$ cat src/rtl/jsld_pkg.sv
// Shared types and codes for the JSON string literal decoder.
`default_nettype none

package jsld_pkg;

   localparam int unsigned LimitWidth = 19;
   localparam logic [LimitWidth-1:0] LIMIT_RESET = 19'h40000;
   localparam int unsigned QueueDepth = 4;

   // result status codes
   localparam logic [3:0] ST_DATA      = 4'd0;
   localparam logic [3:0] ST_DONE      = 4'd1;
   localparam logic [3:0] ST_NO_OPEN   = 4'd2;
   localparam logic [3:0] ST_CONTROL   = 4'd3;
   localparam logic [3:0] ST_BAD_UTF8  = 4'd4;
   localparam logic [3:0] ST_BAD_ESC   = 4'd5;
   localparam logic [3:0] ST_BAD_HEX   = 4'd6;
   localparam logic [3:0] ST_PAIR_INC  = 4'd7;
   localparam logic [3:0] ST_PAIR_INV  = 4'd8;
   localparam logic [3:0] ST_LONE_LOW  = 4'd9;
   localparam logic [3:0] ST_LIMIT     = 4'd10;
   localparam logic [3:0] ST_NO_CLOSE  = 4'd11;
   localparam logic [3:0] ST_ESC_CUT   = 4'd12;

   // one queued unit of results: up to four bytes, or a single status result
   typedef struct packed {
      logic [3:0][7:0] data;
      logic [1:0]      last_idx;
      logic [3:0]      status;
   } jsld_job_type;

endpackage

`default_nettype wire

$ cat src/rtl/jsld_front.sv
// Front end: accepts text bytes, runs the literal parser and emits result units.
`default_nettype none

module jsld_front (
   input  wire logic                          clock,
   input  wire logic                          reset,
   input  wire logic                          csr_we,
   input  wire logic [jsld_pkg::LimitWidth-1:0] csr_wdata,
   input  wire logic                          in_valid,
   input  wire logic [7:0]                    in_byte,
   input  wire logic                          in_end,
   output logic                               in_ready,
   input  wire logic                          q_full,
   output logic                               job_push,
   output jsld_pkg::jsld_job_type             job
);
   import jsld_pkg::*;

   typedef enum logic [2:0] {
      PH_IDLE, PH_STR, PH_UTF, PH_ESC, PH_HEX, PH_PAIR_BS, PH_PAIR_U, PH_HEX_LOW
   } phase_type;

   typedef struct packed {
      logic [3:0][7:0] data;
      logic [2:0]      n;
   } unit_type;

   function automatic logic [4:0] hex_digit(input logic [7:0] c);
      logic [4:0] d;
      d = 5'd16;
      if (c >= 8'h30 && c <= 8'h39) d = 5'(c - 8'h30);
      else if (c >= 8'h61 && c <= 8'h66) d = 5'(c - 8'h61 + 8'd10);
      else if (c >= 8'h41 && c <= 8'h46) d = 5'(c - 8'h41 + 8'd10);
      return d;
   endfunction

   function automatic unit_type encode(input logic [20:0] s);
      unit_type u;
      u = '0;
      if (s <= 21'h7F) begin
         u.data[0] = s[7:0];
         u.n = 3'd1;
      end else if (s <= 21'h7FF) begin
         u.data[0] = {3'b110, s[10:6]};
         u.data[1] = {2'b10, s[5:0]};
         u.n = 3'd2;
      end else if (s <= 21'hFFFF) begin
         u.data[0] = {4'b1110, s[15:12]};
         u.data[1] = {2'b10, s[11:6]};
         u.data[2] = {2'b10, s[5:0]};
         u.n = 3'd3;
      end else begin
         u.data[0] = {5'b11110, s[20:18]};
         u.data[1] = {2'b10, s[17:12]};
         u.data[2] = {2'b10, s[11:6]};
         u.data[3] = {2'b10, s[5:0]};
         u.n = 3'd4;
      end
      return u;
   endfunction

   phase_type               phase_ff, phase_in;
   logic [15:0]             hex_ff, hex_in;
   logic [2:0]              hseen_ff, hseen_in;
   logic [9:0]              high_ff, high_in;
   logic [3:0][7:0]         held_ff, held_in;
   logic [2:0]              len_ff, len_in;
   logic [2:0]              seen_ff, seen_in;
   logic [20:0]             scalar_ff, scalar_in;
   logic [LimitWidth-1:0]   bout_ff, bout_in;
   logic [LimitWidth-1:0]   limit_ff;

   logic                    accept;
   logic [4:0]              digit;
   logic [15:0]             hex_next;
   logic [20:0]             scalar_next;
   logic [20:0]             scalar_min;
   logic [2:0]              seen_next;
   logic                    commit_req;
   unit_type                commit_unit;
   logic                    status_req;
   logic [3:0]              status_code;
   logic [LimitWidth:0]     sum;

   assign in_ready = ~q_full;
   assign accept   = in_valid & ~q_full;

   assign digit       = hex_digit(in_byte);
   assign hex_next    = {hex_ff[11:0], digit[3:0]};
   assign scalar_next = {scalar_ff[14:0], in_byte[5:0]};
   assign seen_next   = seen_ff + 3'd1;

   always_comb begin
      phase_in    = phase_ff;
      hex_in      = hex_ff;
      hseen_in    = hseen_ff;
      high_in     = high_ff;
      held_in     = held_ff;
      len_in      = len_ff;
      seen_in     = seen_ff;
      scalar_in   = scalar_ff;
      bout_in     = bout_ff;
      commit_req  = 1'b0;
      commit_unit = '0;
      status_req  = 1'b0;
      status_code = ST_DONE;
      scalar_min  = 21'h10000;
      sum         = '0;
      job_push    = 1'b0;
      job         = '0;

      unique case (phase_ff)
         PH_IDLE: begin
            if (!in_end) begin
               if (in_byte == 8'h22) begin
                  phase_in = PH_STR;
                  bout_in  = '0;
               end else begin
                  status_req  = 1'b1;
                  status_code = ST_NO_OPEN;
               end
            end
         end
         PH_STR: begin
            priority if (in_end) begin
               status_req  = 1'b1;
               status_code = ST_NO_CLOSE;
            end else if (in_byte == 8'h22) begin
               status_req  = 1'b1;
               status_code = ST_DONE;
            end else if (in_byte == 8'h5C) begin
               phase_in = PH_ESC;
            end else if (in_byte < 8'h20) begin
               status_req  = 1'b1;
               status_code = ST_CONTROL;
            end else if (in_byte < 8'h80) begin
               commit_req          = 1'b1;
               commit_unit.data[0] = in_byte;
               commit_unit.n       = 3'd1;
            end else if (in_byte >= 8'hC2 && in_byte <= 8'hDF) begin
               len_in     = 3'd2;
               scalar_in  = {16'd0, in_byte[4:0]};
               held_in[0] = in_byte;
               seen_in    = 3'd1;
               phase_in   = PH_UTF;
            end else if (in_byte >= 8'hE0 && in_byte <= 8'hEF) begin
               len_in     = 3'd3;
               scalar_in  = {17'd0, in_byte[3:0]};
               held_in[0] = in_byte;
               seen_in    = 3'd1;
               phase_in   = PH_UTF;
            end else if (in_byte >= 8'hF0 && in_byte <= 8'hF4) begin
               len_in     = 3'd4;
               scalar_in  = {18'd0, in_byte[2:0]};
               held_in[0] = in_byte;
               seen_in    = 3'd1;
               phase_in   = PH_UTF;
            end else begin
               status_req  = 1'b1;
               status_code = ST_BAD_UTF8;
            end
         end
         PH_UTF: begin
            if (in_end || in_byte[7:6] != 2'b10) begin
               status_req  = 1'b1;
               status_code = ST_BAD_UTF8;
            end else begin
               held_in[seen_ff[1:0]] = in_byte;
               scalar_in = scalar_next;
               seen_in   = seen_next;
               if (len_ff == 3'd2) scalar_min = 21'h80;
               else if (len_ff == 3'd3) scalar_min = 21'h800;
               if (seen_next >= len_ff) begin
                  if (scalar_next < scalar_min || scalar_next > 21'h10FFFF ||
                      (scalar_next >= 21'hD800 && scalar_next <= 21'hDFFF)) begin
                     status_req  = 1'b1;
                     status_code = ST_BAD_UTF8;
                  end else begin
                     commit_req       = 1'b1;
                     commit_unit.data = held_in;
                     commit_unit.n    = len_ff;
                  end
               end
            end
         end
         PH_ESC: begin
            if (in_end) begin
               status_req  = 1'b1;
               status_code = ST_ESC_CUT;
            end else begin
               commit_unit.n = 3'd1;
               unique case (in_byte)
                  8'h22, 8'h5C, 8'h2F: begin
                     commit_req          = 1'b1;
                     commit_unit.data[0] = in_byte;
                  end
                  8'h62: begin
                     commit_req          = 1'b1;
                     commit_unit.data[0] = 8'h08;
                  end
                  8'h66: begin
                     commit_req          = 1'b1;
                     commit_unit.data[0] = 8'h0C;
                  end
                  8'h6E: begin
                     commit_req          = 1'b1;
                     commit_unit.data[0] = 8'h0A;
                  end
                  8'h72: begin
                     commit_req          = 1'b1;
                     commit_unit.data[0] = 8'h0D;
                  end
                  8'h74: begin
                     commit_req          = 1'b1;
                     commit_unit.data[0] = 8'h09;
                  end
                  8'h75: begin
                     hex_in   = '0;
                     hseen_in = '0;
                     phase_in = PH_HEX;
                  end
                  default: begin
                     status_req  = 1'b1;
                     status_code = ST_BAD_ESC;
                  end
               endcase
            end
         end
         PH_HEX: begin
            if (in_end || digit[4]) begin
               status_req  = 1'b1;
               status_code = ST_BAD_HEX;
            end else begin
               hex_in   = hex_next;
               hseen_in = hseen_ff + 3'd1;
               if (hseen_ff == 3'd3) begin
                  priority if (hex_next >= 16'hD800 && hex_next <= 16'hDBFF) begin
                     high_in  = hex_next[9:0];
                     phase_in = PH_PAIR_BS;
                  end else if (hex_next >= 16'hDC00) begin
                     if (hex_next <= 16'hDFFF) begin
                        status_req  = 1'b1;
                        status_code = ST_LONE_LOW;
                     end else begin
                        commit_req  = 1'b1;
                        commit_unit = encode({5'd0, hex_next});
                     end
                  end else begin
                     commit_req  = 1'b1;
                     commit_unit = encode({5'd0, hex_next});
                  end
               end
            end
         end
         PH_PAIR_BS: begin
            if (in_end || in_byte != 8'h5C) begin
               status_req  = 1'b1;
               status_code = ST_PAIR_INC;
            end else begin
               phase_in = PH_PAIR_U;
            end
         end
         PH_PAIR_U: begin
            if (in_end || in_byte != 8'h75) begin
               status_req  = 1'b1;
               status_code = ST_PAIR_INC;
            end else begin
               hex_in   = '0;
               hseen_in = '0;
               phase_in = PH_HEX_LOW;
            end
         end
         PH_HEX_LOW: begin
            priority if (in_end) begin
               status_req  = 1'b1;
               status_code = ST_PAIR_INC;
            end else if (digit[4]) begin
               status_req  = 1'b1;
               status_code = ST_PAIR_INV;
            end else begin
               hex_in   = hex_next;
               hseen_in = hseen_ff + 3'd1;
               if (hseen_ff == 3'd3) begin
                  if (hex_next < 16'hDC00 || hex_next > 16'hDFFF) begin
                     status_req  = 1'b1;
                     status_code = ST_PAIR_INV;
                  end else begin
                     // 0x10000 plus the high half lands as high_ff + 64 above bit 10
                     commit_req  = 1'b1;
                     commit_unit = encode({{1'b0, high_ff} + 11'd64, hex_next[9:0]});
                  end
               end
            end
         end
      endcase

      // a decoded unit goes out whole or not at all
      if (commit_req) begin
         sum = {1'b0, bout_ff} + (LimitWidth + 1)'(commit_unit.n);
         if (sum > {1'b0, limit_ff}) begin
            status_req  = 1'b1;
            status_code = ST_LIMIT;
         end else begin
            bout_in      = sum[LimitWidth-1:0];
            phase_in     = PH_STR;
            job_push     = accept;
            job.data     = commit_unit.data;
            job.last_idx = 2'(commit_unit.n - 3'd1);
            job.status   = ST_DATA;
         end
      end

      // every status result ends the literal
      if (status_req) begin
         phase_in   = PH_IDLE;
         job_push   = accept;
         job        = '0;
         job.status = status_code;
      end
   end

   always_ff @(posedge clock) begin
      if (reset) begin
         phase_ff  <= PH_IDLE;
         hex_ff    <= '0;
         hseen_ff  <= '0;
         high_ff   <= '0;
         len_ff    <= '0;
         seen_ff   <= '0;
         scalar_ff <= '0;
         bout_ff   <= '0;
         limit_ff  <= LIMIT_RESET;
      end else begin
         if (accept) begin
            phase_ff  <= phase_in;
            hex_ff    <= hex_in;
            hseen_ff  <= hseen_in;
            high_ff   <= high_in;
            len_ff    <= len_in;
            seen_ff   <= seen_in;
            scalar_ff <= scalar_in;
            bout_ff   <= bout_in;
         end
         if (csr_we) limit_ff <= csr_wdata;
      end
   end

   always_ff @(posedge clock) begin
      if (accept) held_ff <= held_in;
   end

endmodule

`default_nettype wire

$ cat src/rtl/jsld_queue.sv
// Short queue of result units between the parser and the output sequencer.
`default_nettype none

module jsld_queue (
   input  wire logic                   clock,
   input  wire logic                   reset,
   input  wire logic                   push,
   input  wire jsld_pkg::jsld_job_type push_job,
   input  wire logic                   pop,
   output logic                        full,
   output logic                        empty,
   output jsld_pkg::jsld_job_type      head
);
   import jsld_pkg::*;

   localparam int unsigned PtrWidth = $clog2(QueueDepth);

   jsld_job_type                  mem_ff [QueueDepth];
   logic [PtrWidth-1:0]           wptr_ff, wptr_in;
   logic [PtrWidth-1:0]           rptr_ff, rptr_in;
   logic [PtrWidth:0]             count_ff, count_in;

   assign full  = (count_ff == (PtrWidth + 1)'(QueueDepth));
   assign empty = (count_ff == '0);
   assign head  = mem_ff[rptr_ff];

   always_comb begin
      wptr_in  = push ? wptr_ff + PtrWidth'(1) : wptr_ff;
      rptr_in  = pop ? rptr_ff + PtrWidth'(1) : rptr_ff;
      count_in = count_ff + (PtrWidth + 1)'(push) - (PtrWidth + 1)'(pop);
   end

   always_ff @(posedge clock) begin
      if (reset) begin
         wptr_ff  <= '0;
         rptr_ff  <= '0;
         count_ff <= '0;
      end else begin
         wptr_ff  <= wptr_in;
         rptr_ff  <= rptr_in;
         count_ff <= count_in;
      end
   end

   always_ff @(posedge clock) begin
      if (push) mem_ff[wptr_ff] <= push_job;
   end

endmodule

`default_nettype wire

$ cat src/rtl/jsld_back.sv
// Output sequencer: walks the bytes of the head unit, one result transfer a cycle while out_ready is high.
`default_nettype none

module jsld_back (
   input  wire logic                   clock,
   input  wire logic                   reset,
   input  wire logic                   q_empty,
   input  wire jsld_pkg::jsld_job_type head,
   output logic                        q_pop,
   output logic                        out_valid,
   input  wire logic                   out_ready,
   output logic [7:0]                  out_byte,
   output logic [3:0]                  out_status,
   output logic                        out_last
);
   import jsld_pkg::*;

   logic [1:0] idx_ff, idx_in;
   logic       xfer;

   assign out_valid  = ~q_empty;
   assign out_byte   = head.data[idx_ff];
   assign out_status = head.status;
   assign out_last   = (idx_ff == head.last_idx);
   assign xfer       = out_valid & out_ready;
   assign q_pop      = xfer & out_last;

   always_comb begin
      idx_in = idx_ff;
      if (xfer) idx_in = out_last ? 2'd0 : idx_ff + 2'd1;
   end

   always_ff @(posedge clock) begin
      if (reset) begin
         idx_ff <= '0;
      end else begin
         idx_ff <= idx_in;
      end
   end

endmodule

`default_nettype wire

$ cat src/rtl/json_string_literal_decoder_core.sv
// A result is registered in the unit queue before it appears on the result port.
// Throughput: one text byte per cycle while the unit queue is not full; a decoded unit
// of n bytes takes n result transfers, and a four-entry unit queue absorbs the difference.
// Reset: synchronous, active high; parser idle awaiting a quote, queue empty,
// byte limit back to 262144.
`default_nettype none

module json_string_literal_decoder_core (
   input  wire logic                            clock,
   input  wire logic                            reset,
   input  wire logic                            csr_we,
   input  wire logic [jsld_pkg::LimitWidth-1:0] csr_wdata,   // byte_limit
   input  wire logic                            req_tvalid,
   output logic                                 req_tready,
   input  wire logic [7:0]                      req_tdata,   // [7:0] in_byte
   input  wire logic                            req_tuser,   // [0] text_end
   output logic                                 rsp_tvalid,
   input  wire logic                            rsp_tready,
   output logic [7:0]                           rsp_tdata,   // [7:0] out_byte
   output logic [3:0]                           rsp_tuser,   // [3:0] status
   output logic                                 rsp_tlast
);
   import jsld_pkg::*;

   jsld_job_type job;
   jsld_job_type head;
   logic         job_push;
   logic         q_full;
   logic         q_empty;
   logic         q_pop;

   jsld_front u_front (
      .clock     (clock),
      .reset     (reset),
      .csr_we    (csr_we),
      .csr_wdata (csr_wdata),
      .in_valid  (req_tvalid),
      .in_byte   (req_tdata),
      .in_end    (req_tuser),
      .in_ready  (req_tready),
      .q_full    (q_full),
      .job_push  (job_push),
      .job       (job)
   );

   jsld_queue u_queue (
      .clock    (clock),
      .reset    (reset),
      .push     (job_push),
      .push_job (job),
      .pop      (q_pop),
      .full     (q_full),
      .empty    (q_empty),
      .head     (head)
   );

   jsld_back u_back (
      .clock      (clock),
      .reset      (reset),
      .q_empty    (q_empty),
      .head       (head),
      .q_pop      (q_pop),
      .out_valid  (rsp_tvalid),
      .out_ready  (rsp_tready),
      .out_byte   (rsp_tdata),
      .out_status (rsp_tuser),
      .out_last   (rsp_tlast)
   );

endmodule

`default_nettype wire
$ cat config.mk
export PLATFORM = sky130hd
export DESIGN_NAME = json_string_literal_decoder_core
export DESIGN_NICKNAME = d
export VERILOG_FILES = /design/src/rtl/jsld_pkg.sv /design/src/rtl/jsld_front.sv /design/src/rtl/jsld_queue.sv /design/src/rtl/jsld_back.sv /design/src/rtl/json_string_literal_decoder_core.sv
export SDC_FILE = /design/constraint.sdc
export NUM_CORES = 1
export LEC_CHECK = 0
export ABC_AREA = 1
export ABC_CLOCK_PERIOD_IN_PS = 5750
export BUFFER_PORTS_ARGS = -buffer_cell sky130_fd_sc_hd__buf_2
export CORE_ASPECT_RATIO = 1.4
export CORE_MARGIN = 5
export CORE_UTILIZATION = 57
export CTS_CLUSTER_SIZE = 40
export DETAILED_ROUTE_END_ITERATION = 10
export MAX_ROUTING_LAYER = met4
export PLACE_DENSITY = 0.77
export SYNTH_ARGS = -nofsm -noshare
export SYNTH_HDL_FRONTEND = slang
export SYNTH_SLANG_ARGS = --single-unit
export TNS_END_PERCENT = 100
$ cat constraint.sdc
create_clock -name clock -period 5.75 [get_ports clock]
set_clock_uncertainty 0.15 [all_clocks]
set_input_delay 0.8625 -clock clock [delete_from_list [all_inputs] [get_ports clock]]
set_output_delay 0.8625 -clock clock [all_outputs]
set_load 0.1 [all_outputs]
Word level (Yosys, flattened, before mapping)
Memories as Yosys holds them, arrays and structs flattened. A register that Yosys moved wholly into a read port is not among the register bits.
Cells that the tools add are included.
- register bits after elaboration: 128
- RAM bits: 152
- input bits: 33
- output and inout bits: 15
- word-level logic and storage cells: 350
- memories: 1
- add/sub/neg operators: 15
- order comparisons: 34
- equality and inequality tests: 37
- muxes and demuxes: 205
- bitwise operators: 12
- reductions and logical operators: 29
- memories (memory ; words ; bits a word ; read ports ; clocked after memory_dff ; wr ports ; line ; source):
    u_queue.mem_ff ; 4 ; 38 ; 1 ; 1 ; 1 ; jsld_queue.sv:18 ; jsld_job_type mem_ff [QueueDepth];
- operators by type and width (kind ; count):
    35-bit 2-to-1 mux ; 12
    15-bit 2-to-1 mux ; 9
    3-bit 2-to-1 mux ; 45
    19-bit 2-to-1 mux ; 6
    38-bit 2-to-1 mux ; 3
    8-bit 2-to-1 mux ; 13
    11-bit 2-to-1 mux ; 8
    4-bit 2-to-1 mux ; 20
    12-bit 2-to-1 mux ; 6
    24-bit case mux with 3 select lines ; 1
    21-bit 2-to-1 mux ; 3
    8-bit by 7-bit == test with 1-bit output (second input constant) ; 7
    11-bit case mux with 5 select lines ; 1
    1-bit 2-to-1 mux ; 52
    12-bit case mux with 4 select lines ; 1
    8-bit case mux with 6 select lines ; 1
    21-bit by 16-bit less-or-equal comparator with 1-bit output (second input constant) ; 2
    17-bit 2-to-1 mux ; 2
    32-bit bitwise mux ; 1
    16-bit >= comparator (second input constant) ; 2
    16-bit less-or-equal comparator (second input constant) ; 2
    16-bit 2-to-1 mux ; 2
    4-bit case mux with 8 select lines ; 1
    15-bit case mux with 2 select lines ; 1
    66 further kinds ; 131

Longest topological paths before layout
- depth in word-level cells: 21
- depth in mapped cells: 44
- gate-level depth less buffers: 44

Hierarchy
A second synthesis with hierarchy kept.
- cells, all modules: 2009
- area, all modules: 16235.6 um^2
- by module, submodules not included (module ; times used ; cells an instance ; area an instance (um^2) ; seq. area each (um^2)):
    jsld_front ; 1 ; 1434 ; 9165.0 ; 2702.6
    jsld_queue ; 1 ; 499 ; 6623.9 ; 4744.6
    jsld_back ; 1 ; 76 ; 446.7 ; 40.0

Least setup slack after synthesis
OpenSTA, ideal clock, no wires.
- kind: in2reg
- start: input port req_tdata[0]
- end: memory u_queue.mem_ff[0][27] (netlist name) (data pin)
- library setup time: 0.179 ns
- arrival time: 5.754 ns
- data required time: 5.421 ns
- slack: -0.333 ns
- stages on the path: 39
- path buffers: 1
- path through: clkinv_1 -> ha_1 -> inv_1 -> nand2_1 -> nand2_1 -> nand2_1 -> nand2_2 -> nand2_1 -> nand2_1 -> nand2_4 -> nor2_8 -> nand2_1 -> nand2_1 -> nand3_2 -> nand2_4 -> inv_8 -> nand2_4 -> nor2_8 -> [3 not listed] -> nand2_1 -> a21oi_1 -> nand3_1 -> nor2_1 -> inv_1 -> nor3_1 -> nand3_1 -> xnor2_1 -> ha_1 -> nand2_1 -> nand3b_1 -> or3b_2 -> nand2_1 -> nand2_2 -> inv_4 -> o21ai_4 -> buf_6 -> a21oi_1
- RTL lines (element ; line ; source):
    start, declared ; json_string_literal_decoder_core.sv:15 ; input wire logic [7:0] req_tdata,
    end, declared ; jsld_queue.sv:18 ;

==> flow_metrics.env <==
export IMPL_outcome="complete, no violations"
export IMPL_yosys_cell_types_count=58
export IMPL_grt_usage_pct=31.1
export IMPL_postLayoutCellArea_um2=18800
export IMPL_cts_max_level=1
export IMPL_synthAdderAreaFrac_pct=3.92
export IMPL_ant_nets=0
export IMPL_power_density_nw_per_um2=281
export IMPL_vias=14000
export IMPL_seq_area_frac_synth_pct=48.7
export IMPL_slew_headroom_pct=37.7
export IMPL_grt_start_max_net_pins=77
export IMPL_fin_crit_sh_pct=97.1
export IMPL_cp_start_kind="input port"
export IMPL_numPortBuffers=47
export IMPL_hold_viol=0
export IMPL_worst_slew_pin_slew_ps=933
export IMPL_place_gp_congestion=0.992
export IMPL_fp_dieArea_um2=30400
export IMPL_grt_pass1_wl_um=72500
export IMPL_clock_latency_ps=550
export IMPL_fin_cells=2387
export IMPL_critPathRequiredTime_ps=5900
export IMPL_routedWlPerCell_um=19.7
export IMPL_cts_tree="yes"
export IMPL_setup_viol=0
export IMPL_drc=0
export IMPL_coreArea_um2=26700
export IMPL_start_util_pct=57.5
export IMPL_ctsHoldBuffers=0
export IMPL_synthArstFlopShare_pct=0
export IMPL_root_buffer="clkbuf_16"
export IMPL_postRouteWirelength_um=46900
export IMPL_ioPinCount=48
export IMPL_cts_made_buffers=26
export IMPL_drt_initial_drc_count=1052
export IMPL_dieWidth_um=149
export IMPL_grt_pass1_vias=13500
export IMPL_syn_to_final_growth_pct=22.0
export IMPL_worst_setup_path_type="in2reg"
export IMPL_synthesis_nets=1896
export IMPL_hpwl_um=33300
export IMPL_max_freq_ghz=0.179
export IMPL_antenna_cells=0
export IMPL_yosysWarnings=0
export IMPL_synth_area_leader_cell="edfxtp_1"
export IMPL_num_rows=71
export IMPL_nNetsFinal=2083
export IMPL_cp_end_kind="flip-flop"
export IMPL_dp_cells=2319
export IMPL_die_h_um=204
export IMPL_cpMostUsedCell="nand2_2"
export IMPL_ys_top_cells_by_area="edfxtp_1 36%, dfxtp_1 13%, nand2_1 7.4%, nor2_1 5.7%, o21ai_0 5.2%"
export IMPL_hold_path_class="reg2reg"
export IMPL_ir_drop_v=0.000371
export IMPL_power_uw=5270
export IMPL_vias_per_cell=5.85
export IMPL_synth_seq_cells=282
export IMPL_clk_path_buf_depth=3
export IMPL_drt_first_pass_iters=6
export IMPL_hold_depth=2
export IMPL_synth_top_area_share_pct=35.9
export IMPL_synth_compound_area_share_pct=17.0
export IMPL_synth_top_family_by_area="simple AND/OR/NAND/NOR gates"
export IMPL_antenna_found_initial=0
export IMPL_p_leak_uw=0.00736
export IMPL_pre_cts_ws_ps=-594
export IMPL_cp_max_fo=7
export IMPL_fin_ws_ps=168
export IMPL_max_stage_delay_ps=280
export IMPL_syn_area_um2=15400
export IMPL_synth_simple_area_share_pct=22.3
export IMPL_postPlaceCellArea_um2=17200
export IMPL_grt_overflow=0
export IMPL_synth_flop_cell="edfxtp_1"
export IMPL_cp_arrival_ps=5730
export IMPL_synth_avg_cell_area_um2=8.47
export IMPL_cts_sinks=282
export IMPL_synth_xor_area_share_pct=1.14
export IMPL_period_minus_slack_ps=5580
export IMPL_synthCells=1816
export IMPL_maxCapViolations=0
export IMPL_synth_edf_count=184
export IMPL_drive_gt1_share_pct=22.4
export IMPL_cts_clk_slew_worst_paths_ps=60
export IMPL_cp_slowest_cell="ha_4"
export IMPL_finalSetupTns_ps=0
export IMPL_maxSlewViolCount=0
export IMPL_reg2reg_depth=39
export IMPL_synthMuxAreaShare_pct=0
## critical path, delay by kind of cell
| family | cells | cell delay (ps) |
|---|---|---|
| AO/OA/AOI/OAI | 2 | 280 |
| XOR/XNOR | 1 | 160 |
| adder cells (fa/ha/maj) | 4 | 790 |
| buffers and inverters | 9 | 930 |
| AND/OR/NAND/NOR | 29 | 2680 |
## cell usage in the layout (no fill, tap or decap), types with 9 or more instances in the layout
master,instances
a211oi_1,17
a21oi_1,143
a21oi_4,12
a31oi_1,13
buf_2,45
buf_4,186
clkbuf_16,27
dfxtp_1,95
edfxtp_1,184
ha_1,36
ha_4,9
inv_1,148
inv_2,24
nand2_1,283
nand2_2,29
nand2_4,17
nand3_1,88
nand3_2,11
nand3b_1,11
nand4_1,29
nor2_1,223
nor2_4,18
nor3_1,17
o211ai_1,27
o21ai_0,158
o21ai_1,11
o221ai_1,25
o22ai_1,15
xor2_1,10
## cell type report
| cell class | instances | area (um2) |
|---|---|---|
| clock buffers | 30 | 687 |
| fillers | 2100 | 7980 |
| well taps | 365 | 457 |
| inverters | 179 | 699 |
| multi-input cells | 1271 | 7410 |
| clock inverters | 17 | 225 |
| flip-flops and latches | 282 | 7500 |
| repair buffers | 243 | 1790 |
## final timing paths
path	slack (ps)	end	start
max	170	u_queue.mem_ff[3][20]$_DFFE_PP_	req_tdata[0]
min	310	u_front.hseen_ff[2]$_SDFFE_PP0P_	u_front.hseen_ff[2]$_SDFFE_PP0P_
max reg2reg	190	u_queue.mem_ff[3][20]$_DFFE_PP_	u_front.seen_ff[0]$_SDFFE_PP0P_
min reg2reg	310	u_front.hseen_ff[2]$_SDFFE_PP0P_	u_front.hseen_ff[2]$_SDFFE_PP0P_
## state kept, by name (all words and copies together) (netlist names), named ones only
name,flops
u_queue.wptr_ff,2
u_queue.mem_ff,152
u_back.idx_ff,2
u_front.high_ff,10
u_front.hex_ff,12
u_front.held_ff,32
u_queue.rptr_ff,2
u_front.scalar_ff,15
u_front.seen_ff,3
u_front.limit_ff,19
u_queue.count_ff,3
u_front.hseen_ff,3
u_front.phase_ff,3
u_front.len_ff,3
u_front.bout_ff,19
## timing repair
action,in CTS,in global routing
pin swaps,1,51
buffers inserted,0,21
hold endpoints to repair,0,0
resized for setup,10,101
endpoints found under the setup margin,79,164
## cells in the mapped netlist (all sizes together), types with 15 or more instances
master  count
o221ai     25
o22ai      15
ha         45
nor3       22
inv       175
a21oi     160
nor2      249
o21ai     171
nand4      31
edfxtp    184
o211ai     27
nand2     332
nand3     103
clkbuf     64
a211oi     18
buf        20
dfxtp      98
## report_power, final
group	internal (uW)	switching [uW]
clock	1090	776
sequential	2230	41.4
combinational	272	864
## logic make-up (layout without fill, tap and decap cells)
group / count (synthesis) / in the layout
xor+xnor: 20 / 20
compound gates: 448 / 448
buf+inv: 263 / 469
fa+ha+maj: 47 / 47
simple gates: 756 / 756
flops: 282 / 282
## routing by layer
layer	part of all wire, %	GRT usage, %	up-vias
li1	-	-	6656
met1	38	35.4	6633
met2	52	55.1	526
met3	5.4	3.37	139
met4	5.1	14.3	0
met5	0	-	-
## metrics by stage
| stage | utilization [%] | hold WS, ps |
|---|---|---|
| after floorplan | - | 285 |
| after global placement | 64.3 | 301 |
| after detailed placement | 64.3 | 304 |
| after CTS | 67.9 | 314 |
| after global routing | 70.2 | 332 |
| final | 70.2 | 313 |
Note: power is estimated with default switching activity, not from simulation.
